--- src/rtl/dnvr_pkg.sv ---
// shared widths, register codes, reset values and pipeline control type
// for the depth normal view reliability block; no dependencies
package dnvr_pkg;

   // field and register widths
   localparam int CENTER_W   = 16;
   localparam int INV_W      = 24;
   localparam int NORM_W     = 16;
   localparam int DEPTH_W    = 16;
   localparam int REL_W      = 16;
   localparam int PIX_FRAC   = 4;

   // ray component: unsigned magnitude in Q.16, saturated
   localparam int RAY_W      = 28;
   localparam logic [RAY_W-1:0] RAY_MAX = '1;
   localparam int RAY_SHIFT  = 12;
   localparam int SRAY_W     = RAY_W + 1;
   localparam int ONE_SHIFT  = 16;

   // dot product and squared ray length
   localparam int PROD_W     = NORM_W + SRAY_W;
   localparam int DOT_W      = PROD_W + 2;
   localparam int SQR_W      = 2 * RAY_W;
   localparam int N2_W       = 60;
   localparam logic [N2_W-1:0] N2_ONE = N2_W'(1) << (2 * ONE_SHIFT);

   // square root pipeline
   localparam int ROOT_W     = N2_W / 2;
   localparam int SQRT_STEPS_PER_STAGE = 2;
   localparam int SQRT_STAGES = ROOT_W / SQRT_STEPS_PER_STAGE;

   // divider pipeline: numerator is |dot| * 4, quotient in Q0.16
   localparam int NUM_SHIFT  = 2;
   localparam int DIV_HI_SHIFT = ONE_SHIFT - NUM_SHIFT;
   localparam int DIV_STEPS_PER_STAGE = 2;
   localparam int DIV_STAGES = REL_W / DIV_STEPS_PER_STAGE;

   // register port
   localparam int CSR_ADDR_W = 4;
   localparam int CSR_DATA_W = 32;

   localparam logic [CENTER_W-1:0] CENTER_X_RESET = 16'd5112;
   localparam logic [CENTER_W-1:0] CENTER_Y_RESET = 16'd3832;
   localparam logic [INV_W-1:0]    INV_FOCAL_X_RESET = 24'd31957;
   localparam logic [INV_W-1:0]    INV_FOCAL_Y_RESET = 24'd31957;

   typedef enum logic [1:0] {
      CSR_CENTER_X,
      CSR_CENTER_Y,
      CSR_INV_FOCAL_X,
      CSR_INV_FOCAL_Y
   } csr_index_type;

   // control that travels with each pipeline stage
   typedef struct packed {
      logic valid;
      logic zero;
   } pipe_ctl_type;

endpackage

--- src/rtl/dnvr_sqrt_pipe.sv ---
// pipelined digit-by-digit integer square root of the squared ray length,
// two result bits per stage; carries |dot| alongside; uses dnvr_pkg
module dnvr_sqrt_pipe (
   input  logic                          clock,
   input  logic                          reset,
   input  logic                          pipe_en,
   input  dnvr_pkg::pipe_ctl_type        in_ctl,
   input  logic [dnvr_pkg::DOT_W-1:0]    in_adot,
   input  logic [dnvr_pkg::N2_W-1:0]     in_rad,
   output dnvr_pkg::pipe_ctl_type        out_ctl,
   output logic [dnvr_pkg::DOT_W-1:0]    out_adot,
   output logic [dnvr_pkg::ROOT_W-1:0]   out_root
);
   import dnvr_pkg::*;

   localparam int REM_W  = ROOT_W + 2;
   localparam int WIDE_W = REM_W + 2;

   typedef struct packed {
      logic [N2_W-1:0]   rad;
      logic [ROOT_W-1:0] root;
      logic [REM_W-1:0]  rem;
   } sq_state_type;

   // one root bit: bring down two radicand bits, try subtracting 4r+1
   function automatic sq_state_type sq_step(input sq_state_type cur);
      logic [WIDE_W-1:0] widened;
      logic [WIDE_W-1:0] trial;
      logic              ge;
      sq_state_type      nxt;
      widened  = {cur.rem, cur.rad[N2_W-1 -: 2]};
      trial    = WIDE_W'({cur.root, 2'b01});
      ge       = widened >= trial;
      nxt.rad  = {cur.rad[N2_W-3:0], 2'b00};
      nxt.root = {cur.root[ROOT_W-2:0], ge};
      nxt.rem  = ge ? REM_W'(widened - trial) : REM_W'(widened);
      return nxt;
   endfunction

   sq_state_type       st_ff   [SQRT_STAGES];
   pipe_ctl_type       ctl_ff  [SQRT_STAGES];
   logic [DOT_W-1:0]   adot_ff [SQRT_STAGES];

   for (genvar g = 0; g < SQRT_STAGES; g++) begin : g_stage
      sq_state_type     src;
      sq_state_type     step_in;
      pipe_ctl_type     src_ctl;
      logic [DOT_W-1:0] src_adot;

      // stage source: pipe input or previous stage
      if (g == 0) begin : g_first
         assign src      = {in_rad, ROOT_W'(0), REM_W'(0)};
         assign src_ctl  = in_ctl;
         assign src_adot = in_adot;
      end else begin : g_next
         assign src      = st_ff[g-1];
         assign src_ctl  = ctl_ff[g-1];
         assign src_adot = adot_ff[g-1];
      end

      // root bits resolved in this stage
      always_comb begin
         sq_state_type acc;
         acc = src;
         for (int j = 0; j < SQRT_STEPS_PER_STAGE; j++) begin
            acc = sq_step(acc);
         end
         step_in = acc;
      end

      // control register
      always_ff @(posedge clock) begin
         if (reset) begin
            ctl_ff[g] <= '0;
         end else if (pipe_en) begin
            ctl_ff[g] <= src_ctl;
         end
      end

      // data registers
      always_ff @(posedge clock) begin
         if (pipe_en) begin
            st_ff[g]   <= step_in;
            adot_ff[g] <= src_adot;
         end
      end
   end

   assign out_ctl  = ctl_ff[SQRT_STAGES-1];
   assign out_adot = adot_ff[SQRT_STAGES-1];
   assign out_root = st_ff[SQRT_STAGES-1].root;

endmodule

--- config.mk ---
export PLATFORM = sky130hd
export DESIGN_NAME = dnvr_sqrt_pipe
export DESIGN_NICKNAME = d
export VERILOG_FILES = /design/src/rtl/dnvr_pkg.sv /design/src/rtl/dnvr_sqrt_pipe.sv
export SDC_FILE = /design/constraint.sdc
export NUM_CORES = 2
export LEC_CHECK = 0
export ABC_AREA = 1
export BUFFER_PORTS_ARGS = -buffer_cell sky130_fd_sc_hd__clkbuf_2
export CAP_MARGIN = 20
export CORE_MARGIN = 1.5
export CORE_UTILIZATION = 35
export CTS_CLUSTER_SIZE = 24
export DETAILED_ROUTE_END_ITERATION = 12
export SLEW_MARGIN = 20
export SYNTH_ARGS = -nofsm -noshare
export SYNTH_HDL_FRONTEND = slang
export SYNTH_SLANG_ARGS = --single-unit
export TNS_END_PERCENT = 100
--- constraint.sdc ---
create_clock -name clock -period 4.3 [get_ports clock]
set_clock_uncertainty 0.05 [all_clocks]
set_input_delay 0.43 -clock clock [delete_from_list [all_inputs] [get_ports clock]]
set_output_delay 0.43 -clock clock [all_outputs]
set_load 0.005 [all_outputs]
==> impl_results.md <==
- Req. time, crit path: 4980 ps
- Worst hold-check path type: in2reg
- Total track usage: 0.1997
- FILL cells: 28,720
- Post-synth top area cell: edfxtp_1
- Fraction of registers with async set/reset: 0
- Clock power share: 0.224
- Setup-failing EPs final: 18
- Nets: 15,110
- Hold Vio Cnt, Final: 0
- Switching power: 30,980 uW
- Top post-synthesis cells by area: edfxtp_1 52%, nand2_1 12%, ha_1 5.9%
- Max transition margin: 0.3943
- Final wirelength: 318,400 um
- Crit path top cell by count: buf_4
- PnR worst setup slack: -105.5 ps
- Worst VDD drop: 0.0003792 V
- PortBufs: 190
- Outcome: finished with violations
- Worst Path Arrival: 5090 ps
- PD cells: 575.5 nW/um^2
- Netlist Area Pre-Place: 105,200 um^2
- Worst Tran Pin Value: 906.4 ps
- Clock Sinks: 1,820
- Reg-to-Reg End: st_ff[1][373]
- CTS Buf Count: 205
- Met2 WL: 152,100 um
- Top layer in use: met5
- Critical path type: reg2reg
- First-pass GRT wire length: 473,900 um
- Layout cells sized above 1: 0.2687
- Worst min-delay path startpoint: in_adot[12]
- Register-to-register setup slack: -110 ps
- GPL Wtd Cong: 0.9438
- Element type at the critical path start: flop
- Post-DP HPWL: 244,900 um
- Die Y: 551.1 um
- Total grt overflow: 0
- Ys flop type: edfxtp_1
- Worst path max stage delay: 410 ps
- Area after DPL: 124,600 um^2
- Core area: 299,300 um^2
- Post-route setup TNS: -902.1 ps
- Flops & latches, synth: 1,820
- Post-route ant nets: 0
- Worst hold path endpoint: adot_ff[0][12]
- Most frequent cells in the layout: 3,176 x nand2_1, 2,007 x buf_4, 1,820 x edfxtp_1
- Initial Util: 0.3514
- Drt first pass iters: 5
- Most common cell after layout, fill and taps aside: nand2_1
- Number of synthesized flops with an enable pin: 1,820
- Clock root buffer master: clkbuf_16
- Hold Path Stages: 2
- Multi-input combinational cell area: 48,400 um^2
- Power share of the combinational group: 0.481
- Sw Ratio: 0.3827
- CTS tree: yes
- H-tree levels: 4
- Cell Int Power: 49,980 uW
- Worst-Skew Late Latency: 880 ps
- Vias in the first global route: 83,860
- Pin count of the biggest net entering global routing: 143
- CP max FO: 3
- Residual DRC count: 0
- R2r startpoint: st_ff[1][242]
- Worst R2R Path Depth: 29
- Sequential fraction of the synthesis area: 0.5197
- Max Fclk: 227.0 MHz
- Cell Rows: 201
- Crit. End Element: flop
- DR WL met3: 14,520 um
- Via density: 4.774
- RSZ-0062 raised after global routing: true
- Total vias in the final route: 88,970
- Yosys top cell area share: 0.5197
- DRT iter0 DRCs: 6,581
- Metal-1 WL: 142,600 um
- Crit-path slowest cell: edfxtp_1
- Initial antenna violation count: 4
- Clock-pin slew on the worst setup and hold paths: 60 ps
- Pleak: 0.06180 uW
- Fin area: 140,700 um^2
- Failing checks: setup timing
- Syn Area/Cell: 8.757 um^2
- MaxCap Viol Count: 0
- Final slew viol count: 0
- Post-DR wirelength/cell: 17.08 um
- Design Power: 80,970 uW
- Fin crit share: 1.025
- Min cycle time layout: 4406 ps
- Post-Syn Instances: 12,010
- Die area: 303,800 um^2
- Sequential share of power: 0.296
- Area growth syn-to-layout: 33.79%
- Cell variety after synth: 67
- Register area: 54,650 um^2
- Top Ports: 191
- Die X: 551.1 um
- CTS Buffer Depth: 4
- Hold Slack: 199.2 ps
- Synth Warn #: 0
[worst max-delay path by stage]
stage | start | endpoint | slack (ps) | cells past startpoint
global route | st_ff[1][287] | st_ff[1][368] | -310 | 30
floorplan | st_ff[1][377] | st_ff[1][502] | 30 | 28
finish | st_ff[1][242] | st_ff[1][373] | -110 | 29
global placement | st_ff[1][527] | st_ff[1][618] | -510 | 24
CTS | st_ff[0][873] | st_ff[1][16] | -30 | 31
detailed placement | st_ff[1][527] | st_ff[1][611] | -500 | 24
[critical path: cells and delay by family (launching register included)]
family | cells | cell delay, ps
flops | 1 | 410
buf+inv | 17 | 2170
compound gates | 6 | 810
fa+ha+maj | 1 | 340
simple gates | 5 | 460
[final cells by class]
class,count,share of cell area
repair buffers,2421,0.1374
clock buffers,239,0.03752
well taps,3958,0.03520
multi-input cells,8385,0.3440
inverters,1668,0.04496
flip-flops and latches,1820,0.3885
repair inverters,5,0.0004358
diodes,2,0.00003557
clock inverters,138,0.01192
[flip-flops by register name, indices dropped and copies added, names as in the netlist]
register and flops:
ctl_ff 30, adot_ff 705, st_ff 1085
[repair_timing]
action	4_1_cts	5_1_grt
hold buffers	111	0
gates resized for setup	242	1188
pin swaps	28	295
gates cloned	7	29
endpoints found under the setup margin	175	384
buffers inserted	70	192
hold endpoints to repair	114	0
[per-layer routing]
metal  GRT usage  vias to the layer above
li1            -                    45120
met5           0                        -
met2      0.3409                     1999
met4     0.05329                        2
met3     0.02316                      453
met1      0.2673                    41400
[cell families after synthesis]
kind of cell,count (synthesis),share of synthesized area
compound gates,1395,0.07316
xor+xnor,400,0.03332
flops,1820,0.5197
mux,1,0.00009519
other cells,1,0.00003566
simple gates,6092,0.2467
fa+ha+maj,492,0.05854
buf+inv,1808,0.06840
[cells in the mapped netlist, types with 20 or more instances]
| master | n |
|---|---|
| nor3_1 | 159 |
| ha_1 | 492 |
| or2_2 | 20 |
| nand3b_1 | 61 |
| nor2_1 | 1187 |
| buf_2 | 32 |
| a21oi_1 | 578 |
| a21o_1 | 27 |
| nand2_1 | 3446 |
| buf_4 | 28 |
| nand3_2 | 48 |
| xor2_1 | 248 |
| nand4_1 | 193 |
| o21bai_1 | 55 |
| xnor2_1 | 152 |
| inv_2 | 53 |
| nor2_2 | 58 |
| a31oi_1 | 44 |
| inv_1 | 1603 |
| buf_6 | 32 |
| o21a_1 | 46 |
| edfxtp_1 | 1820 |
| nand2_2 | 64 |
| clkbuf_1 | 42 |
| o21ai_0 | 532 |
| a21oi_2 | 29 |
| nand3_1 | 746 |
| nor4_1 | 29 |
[power by group through the flow]
stage	clock network, uW	registers, uW	logic [uW]
after floorplan	0	23500	18500
after global placement	0	24200	33400
after detailed placement	0	24200	33400
after CTS	18700	23800	34700
after global routing	19400	24100	42700
final	18100	24000	38900
[through the flow]
step / setup slack [ps] / util / std cells
6_report: -105.5 / 0.4701 / 18640
5_1_grt: -311.2 / 0.4701 / 18640
4_1_cts: -29.37 / 0.4484 / 18420
3_5_place_dp: -499.1 / 0.4163 / 17850
3_3_place_gp: -512.3 / 0.4163 / 17850
2_1_floorplan: 33.17 / - / 12010
No activity file was read; power rests on OpenSTA's default activity.
