`config.mk`:
```
export PLATFORM = sky130hd
export DESIGN_NAME = dnvr_div_pipe
export DESIGN_NICKNAME = d
export VERILOG_FILES = /design/src/rtl/dnvr_pkg.sv /design/src/rtl/dnvr_div_pipe.sv
export SDC_FILE = /design/constraint.sdc
export NUM_CORES = 2
export LEC_CHECK = 0
export BUFFER_PORTS_ARGS = -buffer_cell sky130_fd_sc_hd__buf_2
export CORE_AREA = 4 4 374 376
export DETAILED_ROUTE_END_ITERATION = 6
export DIE_AREA = 0 0 378 380
export PLACE_DENSITY = 0.51
export SETUP_SLACK_MARGIN = 0.4
export SLEW_MARGIN = 20
export SYNTH_ARGS = -nofsm -noshare
export SYNTH_HDL_FRONTEND = slang
export SYNTH_SLANG_ARGS = --single-unit
```
`constraint.sdc`:
```
create_clock -name clock -period 7.2 [get_ports clock]
set_input_delay 1.8 -clock clock [delete_from_list [all_inputs] [get_ports clock]]
set_output_delay 1.8 -clock clock [all_outputs]
set_load 0.05 [all_outputs]
```
`src/rtl/dnvr_pkg.sv`:
```
// shared widths, register codes, reset values and pipeline control type
// for the depth normal view reliability block; no dependencies
package dnvr_pkg;

   // field and register widths
   localparam int CENTER_W   = 16;
   localparam int INV_W      = 24;
   localparam int NORM_W     = 16;
   localparam int DEPTH_W    = 16;
   localparam int REL_W      = 16;
   localparam int PIX_FRAC   = 4;

   // ray component: unsigned magnitude in Q.16, saturated
   localparam int RAY_W      = 28;
   localparam logic [RAY_W-1:0] RAY_MAX = '1;
   localparam int RAY_SHIFT  = 12;
   localparam int SRAY_W     = RAY_W + 1;
   localparam int ONE_SHIFT  = 16;

   // dot product and squared ray length
   localparam int PROD_W     = NORM_W + SRAY_W;
   localparam int DOT_W      = PROD_W + 2;
   localparam int SQR_W      = 2 * RAY_W;
   localparam int N2_W       = 60;
   localparam logic [N2_W-1:0] N2_ONE = N2_W'(1) << (2 * ONE_SHIFT);

   // square root pipeline
   localparam int ROOT_W     = N2_W / 2;
   localparam int SQRT_STEPS_PER_STAGE = 2;
   localparam int SQRT_STAGES = ROOT_W / SQRT_STEPS_PER_STAGE;

   // divider pipeline: numerator is |dot| * 4, quotient in Q0.16
   localparam int NUM_SHIFT  = 2;
   localparam int DIV_HI_SHIFT = ONE_SHIFT - NUM_SHIFT;
   localparam int DIV_STEPS_PER_STAGE = 2;
   localparam int DIV_STAGES = REL_W / DIV_STEPS_PER_STAGE;

   // register port
   localparam int CSR_ADDR_W = 4;
   localparam int CSR_DATA_W = 32;

   localparam logic [CENTER_W-1:0] CENTER_X_RESET = 16'd5112;
   localparam logic [CENTER_W-1:0] CENTER_Y_RESET = 16'd3832;
   localparam logic [INV_W-1:0]    INV_FOCAL_X_RESET = 24'd31957;
   localparam logic [INV_W-1:0]    INV_FOCAL_Y_RESET = 24'd31957;

   typedef enum logic [1:0] {
      CSR_CENTER_X,
      CSR_CENTER_Y,
      CSR_INV_FOCAL_X,
      CSR_INV_FOCAL_Y
   } csr_index_type;

   // control that travels with each pipeline stage
   typedef struct packed {
      logic valid;
      logic zero;
   } pipe_ctl_type;

endpackage

```
`src/rtl/dnvr_div_pipe.sv`:
```
// pipelined restoring divider: (|dot| * 4) / root as Q0.16 with saturation
// and forced zero, two quotient bits per stage; uses dnvr_pkg
module dnvr_div_pipe (
   input  logic                          clock,
   input  logic                          reset,
   input  logic                          pipe_en,
   input  dnvr_pkg::pipe_ctl_type        in_ctl,
   input  logic [dnvr_pkg::DOT_W-1:0]    in_adot,
   input  logic [dnvr_pkg::ROOT_W-1:0]   in_root,
   output dnvr_pkg::pipe_ctl_type        out_ctl,
   output logic [dnvr_pkg::REL_W-1:0]    out_rel
);
   import dnvr_pkg::*;

   localparam int HI_W = DOT_W - DIV_HI_SHIFT;

   typedef struct packed {
      logic [ROOT_W-1:0] rem;
      logic [REL_W-1:0]  num;
      logic [REL_W-1:0]  quo;
   } dv_state_type;

   // one quotient bit: shift in next numerator bit, subtract if it fits
   function automatic dv_state_type dv_step(input dv_state_type cur,
                                            input logic [ROOT_W-1:0] divisor);
      logic [ROOT_W:0] trial;
      logic            ge;
      dv_state_type    nxt;
      trial   = {cur.rem, cur.num[REL_W-1]};
      ge      = trial >= {1'b0, divisor};
      nxt.num = {cur.num[REL_W-2:0], 1'b0};
      nxt.quo = {cur.quo[REL_W-2:0], ge};
      nxt.rem = ge ? ROOT_W'(trial - {1'b0, divisor}) : trial[ROOT_W-1:0];
      return nxt;
   endfunction

   // setup: saturation test and first partial remainder
   logic [HI_W-1:0]   num_hi;
   logic              sat_in;
   dv_state_type      pre_in;

   assign num_hi = in_adot[DOT_W-1:DIV_HI_SHIFT];
   assign sat_in = num_hi >= HI_W'(in_root);
   assign pre_in = {num_hi[ROOT_W-1:0],
                    {in_adot[DIV_HI_SHIFT-1:0], {NUM_SHIFT{1'b0}}},
                    REL_W'(0)};

   pipe_ctl_type      pre_ctl_ff;
   logic              pre_sat_ff;
   dv_state_type      pre_st_ff;
   logic [ROOT_W-1:0] pre_div_ff;

   always_ff @(posedge clock) begin
      if (reset) begin
         pre_ctl_ff <= '0;
      end else if (pipe_en) begin
         pre_ctl_ff <= in_ctl;
      end
   end

   always_ff @(posedge clock) begin
      if (pipe_en) begin
         pre_sat_ff <= sat_in;
         pre_st_ff  <= pre_in;
         pre_div_ff <= in_root;
      end
   end

   dv_state_type      st_ff  [DIV_STAGES];
   pipe_ctl_type      ctl_ff [DIV_STAGES];
   logic              sat_ff [DIV_STAGES];
   logic [ROOT_W-1:0] div_ff [DIV_STAGES];

   for (genvar g = 0; g < DIV_STAGES; g++) begin : g_stage
      dv_state_type      src;
      dv_state_type      step_in;
      pipe_ctl_type      src_ctl;
      logic              src_sat;
      logic [ROOT_W-1:0] src_div;

      // stage source: setup register or previous stage
      if (g == 0) begin : g_first
         assign src     = pre_st_ff;
         assign src_ctl = pre_ctl_ff;
         assign src_sat = pre_sat_ff;
         assign src_div = pre_div_ff;
      end else begin : g_next
         assign src     = st_ff[g-1];
         assign src_ctl = ctl_ff[g-1];
         assign src_sat = sat_ff[g-1];
         assign src_div = div_ff[g-1];
      end

      // quotient bits resolved in this stage
      always_comb begin
         dv_state_type acc;
         acc = src;
         for (int j = 0; j < DIV_STEPS_PER_STAGE; j++) begin
            acc = dv_step(acc, src_div);
         end
         step_in = acc;
      end

      always_ff @(posedge clock) begin
         if (reset) begin
            ctl_ff[g] <= '0;
         end else if (pipe_en) begin
            ctl_ff[g] <= src_ctl;
         end
      end

      always_ff @(posedge clock) begin
         if (pipe_en) begin
            st_ff[g]  <= step_in;
            sat_ff[g] <= src_sat;
            div_ff[g] <= src_div;
         end
      end
   end

   // final select: forced zero, saturation or quotient
   assign out_ctl = ctl_ff[DIV_STAGES-1];
   assign out_rel = ctl_ff[DIV_STAGES-1].zero ? '0 :
                    sat_ff[DIV_STAGES-1]      ? '1 :
                    st_ff[DIV_STAGES-1].quo;

endmodule

```
==> results.txt <==
Crit end category: register
CTS tree: yes
Max clock buf depth: 3
Final Critical Period: 6.588 ns
Initial core utilization: 34.79%
Worst setup path class: reg -> reg
CTS sink count: 635
Worst min path class: reg -> reg
Worst setup SP type: register
Max transition margin: 33.40%
PortBufs: 99
Distinct cells, synth: 78
Fin crit share: 91.50%
Max Cap Violations: 0
Vias in the first global route: 35460
Setup TNS: 0 ns
# setup viols final: 0
Largest stage delay on the critical path: 0.68 ns
Gpl congestion: 0.9226
Post-CTS Hold Fix Bufs: 0
Area grow syn2layout: 14.73%
Arrival @ worst endpoint: 7.00 ns
Worst-Margin Slew: 0.9989 ns
CP Max Fanout: 13
Pins Over Slew Limit: 0
Synth top area cells: edfxtp_1 40%, ha_1 13%, mux2_2 6.6%
Synth Instances: 4654
# diodes: 0
RSZ-0062 raised after global routing: false
Area leader, netlist: edfxtp_1
Synthesized Nets: 5260
Final HPWL DP: 94190 µm
Chip Height: 380 µm
Ratio of cells with drive above 1 in the final layout: 15.67%
Most frequent cell on the critical path: o21ai_0
Largest net degree at the start of global routing: 177
Residual DRC: 0
H-tree Lvls: 3
Vias per Instance: 5.135
Achievable Freq: 151.8 MHz
Die width: 378 µm
Finished Layout Cells: 6804
Root Buffer Master: clkbuf_16
CP max stage cell: or4b_2
Syn avg cell area: 10.23 µm²
Synth top area share: 39.93%
Post-synthesis cell area: 0.04760 mm²
Antenna viol nets, final: 0
DR pass1 iterations: 5
First-pass GRT wire length: 185300 µm
Core outline area: 0.1368 mm²
Status: completed
Nets@finish: 5559
Fill cells: 13440
Routed via count: 34940
Seq/Total Area, Yosys: 40.02%
Drt wl/cell: 17.32 µm
CP required: 7.61 ns
GRT Total Usage: 15.94%
Worst-path clk slew: 0.06 ns
Latest clock arrival within the worst-skew pair: 0.68 ns
Post-synth EDFFs: 633
DRT Wirelength: 117900 µm
Cell count after placement: 6646
Number of buffers created by CTS: 80
DIE AREA: 0.1436 mm²
Num rows: 136
Clock skew: 0.03773 ns
Top Ports: 100
Hold Vio Cnt, Final: 0
Gr ovfl total: 0
Iter 0 DRT Violations: 1892
Top FF cell, synth: edfxtp_1
#FFs+latches synth: 635
Final hold slack: 0.3966 ns
Initial antenna violation count: 0
YS warnings: 0
Post-synth ARST share: 0%
flip-flops by register name, summed over array words and instances (netlist names):
register / cells
ctl_ff: 16
div_ff: 210
g_stage.$13.acc: 12
g_stage.src: 32
g_stage.src_ctl: 2
g_stage.src_div: 30
g_stage.src_sat: 1
sat_ff: 8
st_ff: 324
area by class of cell:
class                           count  area, µm²  share of cell area, %
Sequential cell                   635      19050                  34.88
Clock buffer                       99       2116                  3.875
Multi-Input combinational cell   3537      26980                  49.41
Clock inverter                     40      449.2                 0.8226
Tap cell                         1794       2245                  4.111
Timing Repair Buffer              300       2268                  4.154
Inverter                          399       1498                  2.743
final timing paths:
path                 from             to  slack [ns]  cells after the start
max          div_ff[0][1]  st_ff[0][116]        0.61                     26
min          st_ff[0][86]  st_ff[0][148]        0.40                      0
max reg2reg  div_ff[0][1]  st_ff[0][116]        0.61                     26
min reg2reg  st_ff[0][86]  st_ff[0][148]        0.40                      0
per-stage QoR:
step	setup slack (ns)	instance area (µm²)	utilization (%)
4_1_cts	0.4142	54300	39.69
2_1_floorplan	0.7296	47600	-
3_5_place_dp	0.03429	51640	37.75
6_report	0.6118	54610	39.91
3_3_place_gp	0.1924	51640	37.74
5_1_grt	0.3680	54610	39.91
Yosys cell counts (14+ instances only):
master    instances
buf_2            19
nor3_1           51
xnor2_1         271
mux2_2          280
edfxtp_1        633
nor4_1           19
a211oi_1         38
nor2b_1          61
nand3_1          86
and2_1           35
and4_1           16
xor2_1          108
a21o_1          207
o21a_1           77
clkbuf_1         57
and3_1           38
o31ai_1          28
ha_1            509
o21ai_0         250
o21bai_1         45
or2_2            21
o211ai_1         25
or3_1            15
a21oi_1         419
nor2_1          285
fa_1             15
nand2b_1         55
inv_1           399
nand4_1          79
mux2i_1          23
a211o_1          14
a31oi_1          35
nand2_1         250
layer usage:
layer  up-vias  share of wire [%]  global-route usage (%)
li1      17880                  -                       -
met1     16400                 41                   18.14
met2       461                 51                   29.49
met3       201                2.5                   1.857
met4         0                4.7                   7.511
met5         -                  0                       0
logic make-up (layout without fill, tap and decap cells):
group	Yosys count	in the layout	synth area share, %
compound gates	1287	1287	17.27
xor+xnor	379	379	6.974
fa+ha+maj	524	524	14.01
buf+inv	482	838	3.875
flops	635	635	40.02
mux	303	303	7.108
simple gates	1044	1044	10.75
cells in the final DEF (no fill, tap or decap), drive strengths merged, types with 10 or more instances in the layout:
cell,instances
edfxtp,633
ha,509
a21oi,419
inv,403
buf,299
nor2,285
mux2,280
xnor2,271
o21ai,254
nand2,250
a21o,207
xor2,108
clkbuf,100
nand3,86
nand4,79
o21a,77
nor2b,61
nand2b,55
nor3,51
o21bai,45
and3,38
a211oi,38
a31oi,36
and2,35
o31ai,28
o211ai,25
clkinv,24
mux2i,23
or2,21
nor4,19
and4,16
or3,15
fa,15
a211o,14
a21boi,12
or4,12
a2111oi,12
a31o,11
o31a,11
a221oi,10
worst max-delay path: cells and delay by family, from the launching register on:
kind	cells	cell delay, ns
muxes	2	0.62
DFF	1	0.41
xor gates and xnor gates	1	0.14
buffers and inverters	4	0.74
AOI/OAI and AO/OA	13	2.56
and+or+nand+nor	4	1.29
adders and majority gates	2	0.59
repair_timing:
action | in CTS | in global routing
gates resized for setup | 11 | 41
hold endpoints to repair | 0 | 0
pin swaps | 5 | 19
buffers inserted | 2 | 16
setup endpoints to repair | 113 | 209
gates cloned | 0 | 1
Power is not shown: default switching activity piles up to over one toggle a cycle in this logic, so the estimate is an artifact.
